==> src/sv/pvpt_pkg.sv <==
package pvpt_pkg;

  // Position width, and the number of CORDIC rotations (at most 32 are used).
  localparam int POS_BITS     = 16;
  localparam int CORDIC_STEPS = 16;
  localparam int CORDIC_N     = (CORDIC_STEPS > 32) ? 32 : CORDIC_STEPS;

  // Displacement and speed widths.
  localparam int VEL_W = POS_BITS + 1;
  localparam int RW    = VEL_W;
  localparam int SQ_W  = 2 * POS_BITS;
  localparam int NW    = 2 * RW;
  localparam int REMW  = RW + 3;

  // One cell produces one bit of the square root.
  localparam int SQRT_STEPS = RW;

  // CORDIC datapath: components are scaled by 2^14 and grow by the CORDIC gain.
  localparam int FRAC_SHIFT = 14;
  localparam int CW         = POS_BITS + 17;
  localparam int ZW         = 34;
  localparam int HEAD_W     = 16;

  localparam int N_CELLS = (CORDIC_N > SQRT_STEPS) ? CORDIC_N : SQRT_STEPS;
  localparam int IDX_W   = ($clog2(N_CELLS + 1) > 5) ? $clog2(N_CELLS + 1) : 5;

  localparam logic [ZW-1:0]     Z_PI       = ZW'(64'h8000_0000);
  localparam logic [ZW-1:0]     Z_NEG_PI   = ZW'(-64'sh8000_0000);
  localparam logic [ZW-1:0]     Z_ROUND    = ZW'(64'h8000);
  localparam logic [HEAD_W-1:0] HEAD_ZERO  = '0;
  localparam logic [HEAD_W-1:0] HEAD_PI    = HEAD_W'(32'h8000);

  typedef struct packed {
    logic [VEL_W-1:0] dx;
    logic [VEL_W-1:0] dy;
    logic [CW-1:0]    cx;
    logic [CW-1:0]    cy;
    logic [ZW-1:0]    cz;
    logic [NW-1:0]    nrad;
    logic [RW-1:0]    root;
    logic [REMW-1:0]  remd;
  } cell_data_t;

  // Arctangent of 2^-i in units where 2^31 stands for pi.
  function automatic logic [31:0] atan_entry(input logic [4:0] idx);
    logic [31:0] val;
    unique case (idx)
      5'd0:  val = 32'h20000000;
      5'd1:  val = 32'h12E4051E;
      5'd2:  val = 32'h09FB385B;
      5'd3:  val = 32'h051111D4;
      5'd4:  val = 32'h028B0D43;
      5'd5:  val = 32'h0145D7E1;
      5'd6:  val = 32'h00A2F61E;
      5'd7:  val = 32'h00517C55;
      5'd8:  val = 32'h0028BE53;
      5'd9:  val = 32'h00145F2F;
      5'd10: val = 32'h000A2F98;
      5'd11: val = 32'h000517CC;
      5'd12: val = 32'h00028BE6;
      5'd13: val = 32'h000145F3;
      5'd14: val = 32'h0000A2FA;
      5'd15: val = 32'h0000517D;
      5'd16: val = 32'h000028BE;
      5'd17: val = 32'h0000145F;
      5'd18: val = 32'h00000A30;
      5'd19: val = 32'h00000518;
      5'd20: val = 32'h0000028C;
      5'd21: val = 32'h00000146;
      5'd22: val = 32'h000000A3;
      5'd23: val = 32'h00000051;
      5'd24: val = 32'h00000029;
      5'd25: val = 32'h00000014;
      5'd26: val = 32'h0000000A;
      5'd27: val = 32'h00000005;
      5'd28: val = 32'h00000003;
      5'd29: val = 32'h00000001;
      5'd30: val = 32'h00000001;
      5'd31: val = 32'h00000000;
    endcase
    return val;
  endfunction

endpackage

==> src/sv/pvpt_front.sv <==
module pvpt_front import pvpt_pkg::*; (
  input  logic                clk,
  input  logic                rst_n,
  input  logic                adv,
  input  logic                in_valid,
  input  logic [POS_BITS-1:0] in_pos_x,
  input  logic [POS_BITS-1:0] in_pos_y,
  output logic                out_vld,
  output cell_data_t          out_data
);

  logic [POS_BITS-1:0] last_x_r, last_y_r;
  logic [VEL_W-1:0]    dx_nxt, dy_nxt;

  logic                a_vld_r;
  logic [VEL_W-1:0]    a_dx_r, a_dy_r;

  logic                b_vld_r;
  logic [VEL_W-1:0]    b_dx_r, b_dy_r;
  logic [SQ_W-1:0]     b_sqx_r, b_sqy_r;
  logic [CW-1:0]       b_cx_r, b_cy_r;
  logic [ZW-1:0]       b_cz_r;

  logic                c_vld_r;
  cell_data_t          c_data_r;

  logic [VEL_W-1:0]        mag_x, mag_y;
  logic signed [CW-1:0]    dxe, dye, x0, y0;
  logic                    neg;
  logic [ZW-1:0]           z0;

  assign dx_nxt = {in_pos_x[POS_BITS-1], in_pos_x} - {last_x_r[POS_BITS-1], last_x_r};
  assign dy_nxt = {in_pos_y[POS_BITS-1], in_pos_y} - {last_y_r[POS_BITS-1], last_y_r};

  always_comb begin
    mag_x = a_dx_r[VEL_W-1] ? -a_dx_r : a_dx_r;
    mag_y = a_dy_r[VEL_W-1] ? -a_dy_r : a_dy_r;
    neg   = a_dx_r[VEL_W-1];
    dxe   = CW'($signed(a_dx_r));
    dye   = CW'($signed(a_dy_r));
    x0    = (neg ? -dxe : dxe) <<< FRAC_SHIFT;
    y0    = (neg ? -dye : dye) <<< FRAC_SHIFT;
    if (!neg) begin
      z0 = '0;
    end else if (!a_dy_r[VEL_W-1] && (a_dy_r != '0)) begin
      z0 = Z_PI;
    end else begin
      z0 = Z_NEG_PI;
    end
  end

  always_ff @(posedge clk) begin
    if (!rst_n) begin
      last_x_r <= '0;
      last_y_r <= '0;
      a_vld_r  <= 1'b0;
      b_vld_r  <= 1'b0;
      c_vld_r  <= 1'b0;
    end else if (adv) begin
      if (in_valid) begin
        last_x_r <= in_pos_x;
        last_y_r <= in_pos_y;
      end
      a_vld_r <= in_valid;
      b_vld_r <= a_vld_r;
      c_vld_r <= b_vld_r;
    end
  end

  always_ff @(posedge clk) begin
    if (adv) begin
      a_dx_r  <= dx_nxt;
      a_dy_r  <= dy_nxt;
      b_dx_r  <= a_dx_r;
      b_dy_r  <= a_dy_r;
      b_sqx_r <= mag_x[POS_BITS-1:0] * mag_x[POS_BITS-1:0];
      b_sqy_r <= mag_y[POS_BITS-1:0] * mag_y[POS_BITS-1:0];
      b_cx_r  <= x0;
      b_cy_r  <= y0;
      b_cz_r  <= z0;
      c_data_r.dx   <= b_dx_r;
      c_data_r.dy   <= b_dy_r;
      c_data_r.cx   <= b_cx_r;
      c_data_r.cy   <= b_cy_r;
      c_data_r.cz   <= b_cz_r;
      c_data_r.nrad <= NW'(b_sqx_r) + NW'(b_sqy_r);
      c_data_r.root <= '0;
      c_data_r.remd <= '0;
    end
  end

  assign out_vld  = c_vld_r;
  assign out_data = c_data_r;

endmodule

==> config.mk <==
export PLATFORM = sky130hd
export DESIGN_NAME = pvpt_front
export DESIGN_NICKNAME = d
export VERILOG_FILES = /design/src/sv/pvpt_pkg.sv /design/src/sv/pvpt_front.sv
export SDC_FILE = /design/constraint.sdc
export NUM_CORES = 1
export LEC_CHECK = 0
export BUFFER_PORTS_ARGS = -buffer_cell sky130_fd_sc_hd__buf_2
export CAP_MARGIN = 10
export CORE_UTILIZATION = 28
export CTS_BUF_LIST = sky130_fd_sc_hd__clkbuf_16
export CTS_CLUSTER_SIZE = 30
export DETAILED_ROUTE_END_ITERATION = 8
export PLACE_DENSITY = 0.52
export SETUP_SLACK_MARGIN = 0.05
export SLEW_MARGIN = 20
export SYNTH_ARGS = -nofsm -noshare
export SYNTH_HDL_FRONTEND = slang
export SYNTH_SLANG_ARGS = --single-unit
export TNS_END_PERCENT = 1
==> constraint.sdc <==
create_clock -name clk -period 23.1 [get_ports clk]
set_input_delay 2.31 -clock clk [delete_from_list [all_inputs] [get_ports clk]]
set_output_delay 2.31 -clock clk [all_outputs]
set_load 0.01 [all_outputs]
==> results.txt, run 1 <==
----------------------------------------------------
[Outcome]
  Result of the run ... completed

[Clock tree]
  Clk sinks ... 306
  H-tree levels ... 2
  Clock root buffer ... sky130_fd_sc_hd__clkbuf_16
  Buffers inserted during post-CTS setup optimization ... 0
  Clock transition at the registers of the reported paths ... 70 ps
  Number of buffers added by the clock tree synthesis step ... 41
  Hold buffers post-CTS ... 0
  CTS tree ... built
  Gates resized, CTS repair ... 0
  Number of buffers on the longest clock path ... 3
  Clock latency of the later-clocked register in the worst-skew pair ... 600 ps

[Min path]
  End of the worst hold path ... out_data[161]
  Number of cells on the worst hold path ... 0
  Hold crit path type ... flip-flop to flip-flop
  Hold Startpoint ... b_cx_r[23]

[Timing]
  Post-layout min period ... 9160 ps
  Sum of negative setup slack ... 0 ps
  Count of pins over their slew limit ... 0
  Setup Skew ... 27.2 ps
  Number of endpoints failing setup at the final stage ... 0
  Unrepaired setup endpoints after global routing ... no
  Final worst-path cycle share ... 0.397
  Actual slew at the worst max-slew pin ... 1100 ps
  Normalized max-slew margin ... 0.260
  Hold violation count in the final report ... 0
  Tightest hold margin ... 411 ps
  Achievable frequency ... 0.109 GHz

[Logic synthesis]
  Number of flops mapped to enable cells by yosys ... 271
  Synth Register Bits ... 306
  Largest family of logic cells by synthesized area ... adder cells
  Cells after Synth ... 2680
  Asr flop ratio synth ... 0
  Synthesized area ... 27900 µm²
  Number of warnings printed during yosys synthesis ... 0
  Synthesized-area fraction occupied by adder cells ... 0.353
  Area share of and/or/nand/nor cells after synthesis ... 0.0943
  Number of distinct library cells after synthesis ... 71
  Sequential-to-total area share from yosys stat ... 0.317
  Most common flop cell mapped by yosys ... sky130_fd_sc_hd__edfxtp_1
  Post-synthesis area per instance ... 10.4 µm²
  Xor-xnor portion of the synthesized cell area ... 0.0512
  Compound-Gate Fraction of Synth Area ... 0.0767
  Proportion of synthesized area in mux cells ... 0.00108

[Setup path]
  Reg-to-reg startpoint ... a_dy_r[0]
  Crit path top cell by count ... sky130_fd_sc_hd__fa_1
  Worst R2R Path Depth ... 24
  Internal reg-to-reg setup slack ... 13940 ps
  Arrival time reported for the critical path endpoint ... 9530 ps
  Buffers & Inverters on Critical Path ... 5
  CP Data Required Time ... 23460 ps
  Instance count on the critical path ... 24
  Slowest stage cell on the critical path ... sky130_fd_sc_hd__xor2_1
  Worst Path Max Fanout ... 17
  Cells traversed along the worst timing path ... inv_1 -> ha_1 -> or3b_2 -> or3_1 -> o21ai_0 -> xor2_1 -> inv_1 -> nand2_1 -> fa_1 -> fa_1 -> inv_1 -> fa_1 -> fa_1 -> fa_1 -> inv_1 -> fa_1 -> inv_1 -> ha_1 -> and4_1 -> nand4_1 -> a21boi_0 -> o31ai_1 -> mux2i_1 -> a2111oi_0
  Reg2Reg Capture Point ... b_sqy_r[30]
  Capturing element type of the critical path ... flip-flop
  Largest incremental delay on the critical path ... 850 ps
  Launching element type of the critical path ... flip-flop
  CP top delay family ... adder cells
  Path type of the worst setup path ... flip-flop to flip-flop

[Die]
  Die Y ... 318 µm
  Cell row count ... 115
  Starting utilization of the core area ... 0.283
  Full die area ... 101000 µm²
  Core area ... 98600 µm²
  Die Span X ... 318 µm
  I/O Pins ... 242

[Drt]
  DRT Pass-1 Iters ... 5
  Number of vias per cell ... 4.34
  Count of routing violations after the opening detailed-route iteration ... 896
  Number of nets with antenna violations after detailed routing ... 0
  Routed wire length ... 65.5 mm
  Total via count in the routed design ... 18100
  Remaining routing DRC violations ... 0
  Routed length per instance ... 15.7 µm

[Layout]
  Final core area utilization ... 0.318
  Post-layout instance count excluding filler cells ... 4165
  Layout fillers ... 10100
  Ratio of cells with drive above 1 in the final layout ... 0.0921
  Number of nets in the final layout ... 3471
  Area added between synthesis and finish ... 12.4%
  Combined area of the multi-input logic cells ... 16500 µm²
  Combined flip-flop and latch cell area ... 8840 µm²

[GRT]
  Global-route wire length before repair ... 104 mm
  Total GRT Usage ... 0.131
  Via count of the first global-routing pass ... 18900
  Pin count of the biggest net entering global routing ... 102
  Antenna violations before repair ... 0
  Total overflow reported by the global router ... 0

[Place]
  Gp weighted congestion ... 0.885
  Number of placed instances, taps included ... 4089
  Detail Placement HPWL ... 52.0 mm
  Number of buffers inserted by port buffering ... 144

[Flow run]
  # Max-Cap Violations ... 0

----------------------------------------------------
-- synthesized netlist by cell type, types with 4 or more instances --
master                      number  area, µm²
sky130_fd_sc_hd__inv_1         525       1970
sky130_fd_sc_hd__fa_1          329       6590
sky130_fd_sc_hd__nand2_1       280       1050
sky130_fd_sc_hd__edfxtp_1      271       8140
sky130_fd_sc_hd__ha_1          261       3270
sky130_fd_sc_hd__nor2_1        193        724
sky130_fd_sc_hd__xnor2_1       104        911
sky130_fd_sc_hd__buf_4         102        766
sky130_fd_sc_hd__a21oi_1        74        370
sky130_fd_sc_hd__o21ai_0        64        320
sky130_fd_sc_hd__xor2_1         54        473
sky130_fd_sc_hd__a21boi_0       44        330
sky130_fd_sc_hd__clkbuf_1       41        154
sky130_fd_sc_hd__a21o_1         40        300
sky130_fd_sc_hd__dfxtp_1        35        701
sky130_fd_sc_hd__nor3_1         22        110
sky130_fd_sc_hd__nand3_1        18       90.1
sky130_fd_sc_hd__nor2b_1        16        100
sky130_fd_sc_hd__or3_1          16        100
sky130_fd_sc_hd__a211oi_1       15        113
sky130_fd_sc_hd__nand2b_1       14       87.6
sky130_fd_sc_hd__o21a_1         14        105
sky130_fd_sc_hd__o21bai_1       14        105
sky130_fd_sc_hd__nand4_1        12       75.1
sky130_fd_sc_hd__inv_2           8       30.0
sky130_fd_sc_hd__a2111oi_0       7       61.3
sky130_fd_sc_hd__a31oi_1         7       43.8
sky130_fd_sc_hd__and3_1          7       43.8
sky130_fd_sc_hd__o31ai_1         7       52.6
sky130_fd_sc_hd__o41ai_1         7       61.3
sky130_fd_sc_hd__clkinv_1        6       22.5
sky130_fd_sc_hd__and4_1          4       35.0
sky130_fd_sc_hd__nor4_1          4       25.0
sky130_fd_sc_hd__o211ai_1        4       30.0
sky130_fd_sc_hd__or4_1           4       30.0
-- final cells by class --
| type | instances | area share |
|---|---|---|
| Antenna cell | 1 | 0.0000799 |
| Clock buffer | 41 | 0.0328 |
| Clock inverter | 34 | 0.0141 |
| Inverter | 540 | 0.0648 |
| Multi-Input combinational cell | 1787 | 0.525 |
| Sequential cell | 306 | 0.282 |
| Tap cell | 1287 | 0.0514 |
| Timing Repair Buffer | 169 | 0.0293 |
-- per-stage QoR --
stage	area, µm²	worst slack (ps)
finish	31300	13940
global route	31300	13370
CTS	31300	13840
detailed placement	29900	13860
global placement	29900	13970
floorplan	28200	15120
-- per-layer routing --
metal  part of all wire  GRT usage
met1               0.46      0.178
met2               0.46      0.213
met3              0.065     0.0312
met4              0.015     0.0266
met5                  0          0
-- cell usage in the layout, fill, tap and decap left out, drive strengths merged, types with 15 or more instances in the layout --
cell type,netlist,layout
nor3,22,22
inv,534,543
nand3,18,18
conb,1,99
nor2b,16,16
buf,104,169
or3,17,17
a21boi,46,46
ha,261,261
xor2,56,56
xnor2,104,104
a21o,40,40
nor2,194,194
o21ai,67,67
nand2,282,282
fa,329,329
clkbuf,41,41
dfxtp,35,35
edfxtp,271,271
clkinv,6,21
a21oi,75,75
a211oi,15,15
-- registers in the layout, summed over array words and instances, names as in the netlist --
| signal | cells |
|---|---|
| b_sqy_r | 30 |
| a_dy_r | 17 |
| last_x_r | 16 |
| out_vld | 1 |
| b_cz_r | 2 |
| b_vld_r | 1 |
| b_cy_r | 18 |
| b_cx_r | 18 |
| b_dy_r | 17 |
| b_sqx_r | 30 |
| last_y_r | 16 |
| b_dx_r | 17 |
| out_data | 105 |
| a_vld_r | 1 |
| a_dx_r | 17 |
-- worst max-delay path by stage --
stage | end | slack [ps] | startpoint
2_1_floorplan | b_sqy_r[30] | 15120 | a_dy_r[0]
3_3_place_gp | b_sqy_r[30] | 13970 | a_dy_r[0]
3_5_place_dp | b_sqy_r[30] | 13860 | a_dy_r[0]
4_1_cts | b_sqy_r[30] | 13840 | a_dy_r[0]
5_1_grt | b_sqx_r[31] | 13370 | a_dx_r[0]
6_report | b_sqy_r[30] | 13940 | a_dy_r[0]
-- logic make-up (layout without fill, tap and decap cells) --
group                    Yosys count  count (layout)
XOR/XNOR                         160             160
flip-flops                       306             306
AND/OR/NAND/NOR                  609             609
buffers and inverters            685             784
adder cells (fa/ha/maj)          590             590
multiplexers                       3               3
AO/OA/AOI/OAI                    326             326
other                              1             100
Power of run 1 is not shown: default switching activity piles up to over one toggle a cycle in this logic, so the estimate is an artifact.
==> run 2: changes to the inputs <==
- clock period: 23.1 -> 9.2 ns (I/O delays scaled with it)
==> run 2 against run 1 <==
  * Sequential share of layout area is 0.062 points higher
  * Worst setup slack worse by 13000 ps
  * Die area unchanged
  * Clock-buffer cell count unchanged
  * Maximum frequency increased by 7.8%
  * Design area fell by 0.22%
  * Register-to-register slack lost 13000 ps
  * First-iteration DRC count rose by 17%
  * Non-clock buffer count is 14 higher
  * Routed wire length rose by 0.58%
  * Critical endpoint unchanged
  * Largest cell class unchanged
==> results.txt, run 2 (synthesis results as in run 1) <==
----------------------------------------------------
[Outcome]
  Result of the run ... completed

[Setup path]
  Arrival time reported for the critical path endpoint ... 8880 ps (-650 ps)
  Reg2Reg Capture Point ... b_sqy_r[30]
  Launching element type of the critical path ... flip-flop
  Capturing element type of the critical path ... flip-flop
  Worst R2R Path Depth ... 26 (+8.3%)
  Reg-to-reg startpoint ... a_dy_r[0]
  Crit path top cell by count ... sky130_fd_sc_hd__fa_1
  CP Data Required Time ... 9580 ps (-13880 ps)
  Internal reg-to-reg setup slack ... 700 ps (-13240 ps)
  Path type of the worst setup path ... flip-flop to flip-flop
  Worst Path Max Fanout ... 10 (-7)
  Slowest stage cell on the critical path ... sky130_fd_sc_hd__or4_4
  Largest incremental delay on the critical path ... 590 ps (-260 ps)

[GRT]
  Via count of the first global-routing pass ... 19200 (+1.6%)
  Total GRT Usage ... 0.133 (+0.00150)
  Global-route wire length before repair ... 105 mm (+1.5%)
  Pin count of the biggest net entering global routing ... 110 (+7.8%)
  Antenna violations before repair ... 1 (+1)
  Total overflow reported by the global router ... 0 (unchanged)

[Drt]
  Count of routing violations after the opening detailed-route iteration ... 1050 (+17%)
  Routed length per instance ... 15.8 µm (+0.32%)
  Number of nets with antenna violations after detailed routing ... 0 (unchanged)
  Routed wire length ... 65.9 mm (+0.58%)
  Number of vias per cell ... 4.40 (+1.3%)
  DRT Pass-1 Iters ... 5 (unchanged)
  Remaining routing DRC violations ... 0 (unchanged)
  Total via count in the routed design ... 18400 (+1.6%)

[Layout]
  Area added between synthesis and finish ... 12.1%
  Number of nets in the final layout ... 3484 (+0.37%)
  ANT cells ... 0 (-1)
  Highest-count cells in the layout ignoring fill and taps ... sky130_fd_sc_hd__inv_1 (535), sky130_fd_sc_hd__fa_1 (329), sky130_fd_sc_hd__nand2_1 (280)
  Final core area utilization ... 0.317 (-0.000698)
  Most common cell after layout, fill and taps aside ... sky130_fd_sc_hd__inv_1
  Ratio of cells with drive above 1 in the final layout ... 0.0938 (+0.00169)
  Flip-flop count of the largest register after layout ... 105 (unchanged)

[Clock tree]
  Clock latency of the later-clocked register in the worst-skew pair ... 580 ps (-20 ps)
  Clk sinks ... 306 (unchanged)
  Number of buffers on the longest clock path ... 3 (unchanged)
  Clock root buffer ... sky130_fd_sc_hd__clkbuf_16
  H-tree levels ... 2 (unchanged)
  Clock transition at the registers of the reported paths ... 60 ps (about the same)
  Buffers inserted during post-CTS setup optimization ... 0 (unchanged)
  Number of buffers added by the clock tree synthesis step ... 40 (-2.4%)
  CTS tree ... built

[Die]
  Die Span X ... 318 µm (unchanged)
  I/O Pins ... 242 (unchanged)
  Full die area ... 101000 µm² (unchanged)
  Core area ... 98600 µm² (unchanged)
  Cell row count ... 115 (unchanged)
  Starting utilization of the core area ... 0.283 (unchanged)
  Die Y ... 318 µm (unchanged)

[Timing]
  Number of endpoints failing setup at the final stage ... 0 (unchanged)
  Count of pins over their slew limit ... 0 (unchanged)
  Hold violation count in the final report ... 0 (unchanged)
  Actual slew at the worst max-slew pin ... 1120 ps (+19.9 ps)
  Normalized max-slew margin ... 0.247 (-0.0130)
  Final worst-path cycle share ... 0.924 (+0.527)
  Unrepaired setup endpoints after global routing ... no
  Setup Skew ... 25.1 ps (-2.12 ps)
  Sum of negative setup slack ... 0 ps (unchanged)
  Achievable frequency ... 0.118 GHz (+7.8%)
  Post-layout min period ... 8500 ps (-662 ps)

[Min path]
  Number of cells on the worst hold path ... 0 (unchanged)
  End of the worst hold path ... out_data[185]
  Hold crit path type ... flip-flop to flip-flop
  Hold Startpoint ... b_dy_r[14]

[Flow run]
  # Max-Cap Violations ... 0 (unchanged)

[Place]
  Detail Placement HPWL ... 52.7 mm (+1.4%)
  Number of buffers inserted by port buffering ... 144 (unchanged)
  Gp weighted congestion ... 0.855 (-3.3%)

----------------------------------------------------
run 2: area by class of cell:
cell class	instances	area, µm²
Fill cell	10300	67300
Multi-Input combinational cell	1787	16500
Sequential cell	306	8840
Inverter	540	2030
Tap cell	1287	1610
Timing Repair Buffer	183	1040
Clock buffer	41	1030
Clock inverter	32	245
run 2: worst max-delay path, delay by kind of cell, from the launching register on:
family / cells / cell delay [ps]
XOR/XNOR: 1 / 390
buffers and inverters: 5 / 690
AO/OA/AOI/OAI: 3 / 1060
adder cells (fa/ha/maj): 7 / 3290
AND/OR/NAND/NOR: 9 / 2230
multiplexers: 1 / 150
flip-flops: 1 / 500
run 2: stage by stage:
step	hold WS (ps)	cell area [µm²]	worst slack (ps)	cells
CTS	394	31300	689	4176
finish	402	31300	700	4176
global route	401	31300	110	4176
detailed placement	405	30000	674	4103
global placement	401	30000	842	4103
floorplan	400	28200	1220	2778
run 2: routing by layer:
layer / global-route usage / part of all wire
met5: 0 / 0
met4: 0.0290 / 0.014
met3: 0.0280 / 0.064
met1: 0.183 / 0.47
met2: 0.214 / 0.46
run 2: worst max-delay path by stage:
| stage | endpoint | startpoint | cells past startpoint |
|---|---|---|---|
| 2_1_floorplan | b_sqy_r[30] | a_dy_r[0] | 28 |
| 3_3_place_gp | b_sqy_r[30] | a_dy_r[0] | 26 |
| 3_5_place_dp | b_sqy_r[30] | a_dy_r[0] | 26 |
| 4_1_cts | b_sqy_r[30] | a_dy_r[0] | 26 |
| 5_1_grt | b_sqy_r[30] | a_dy_r[0] | 27 |
| 6_report | b_sqy_r[30] | a_dy_r[0] | 26 |
run 2: timing repair:
| action | in CTS | in global routing |
|---|---|---|
| gates resized for setup | 0 | 1 |
| hold buffers | 0 | 0 |
| endpoints found under the setup margin | 0 | 1 |
Power of run 2 is left out for the same reason.
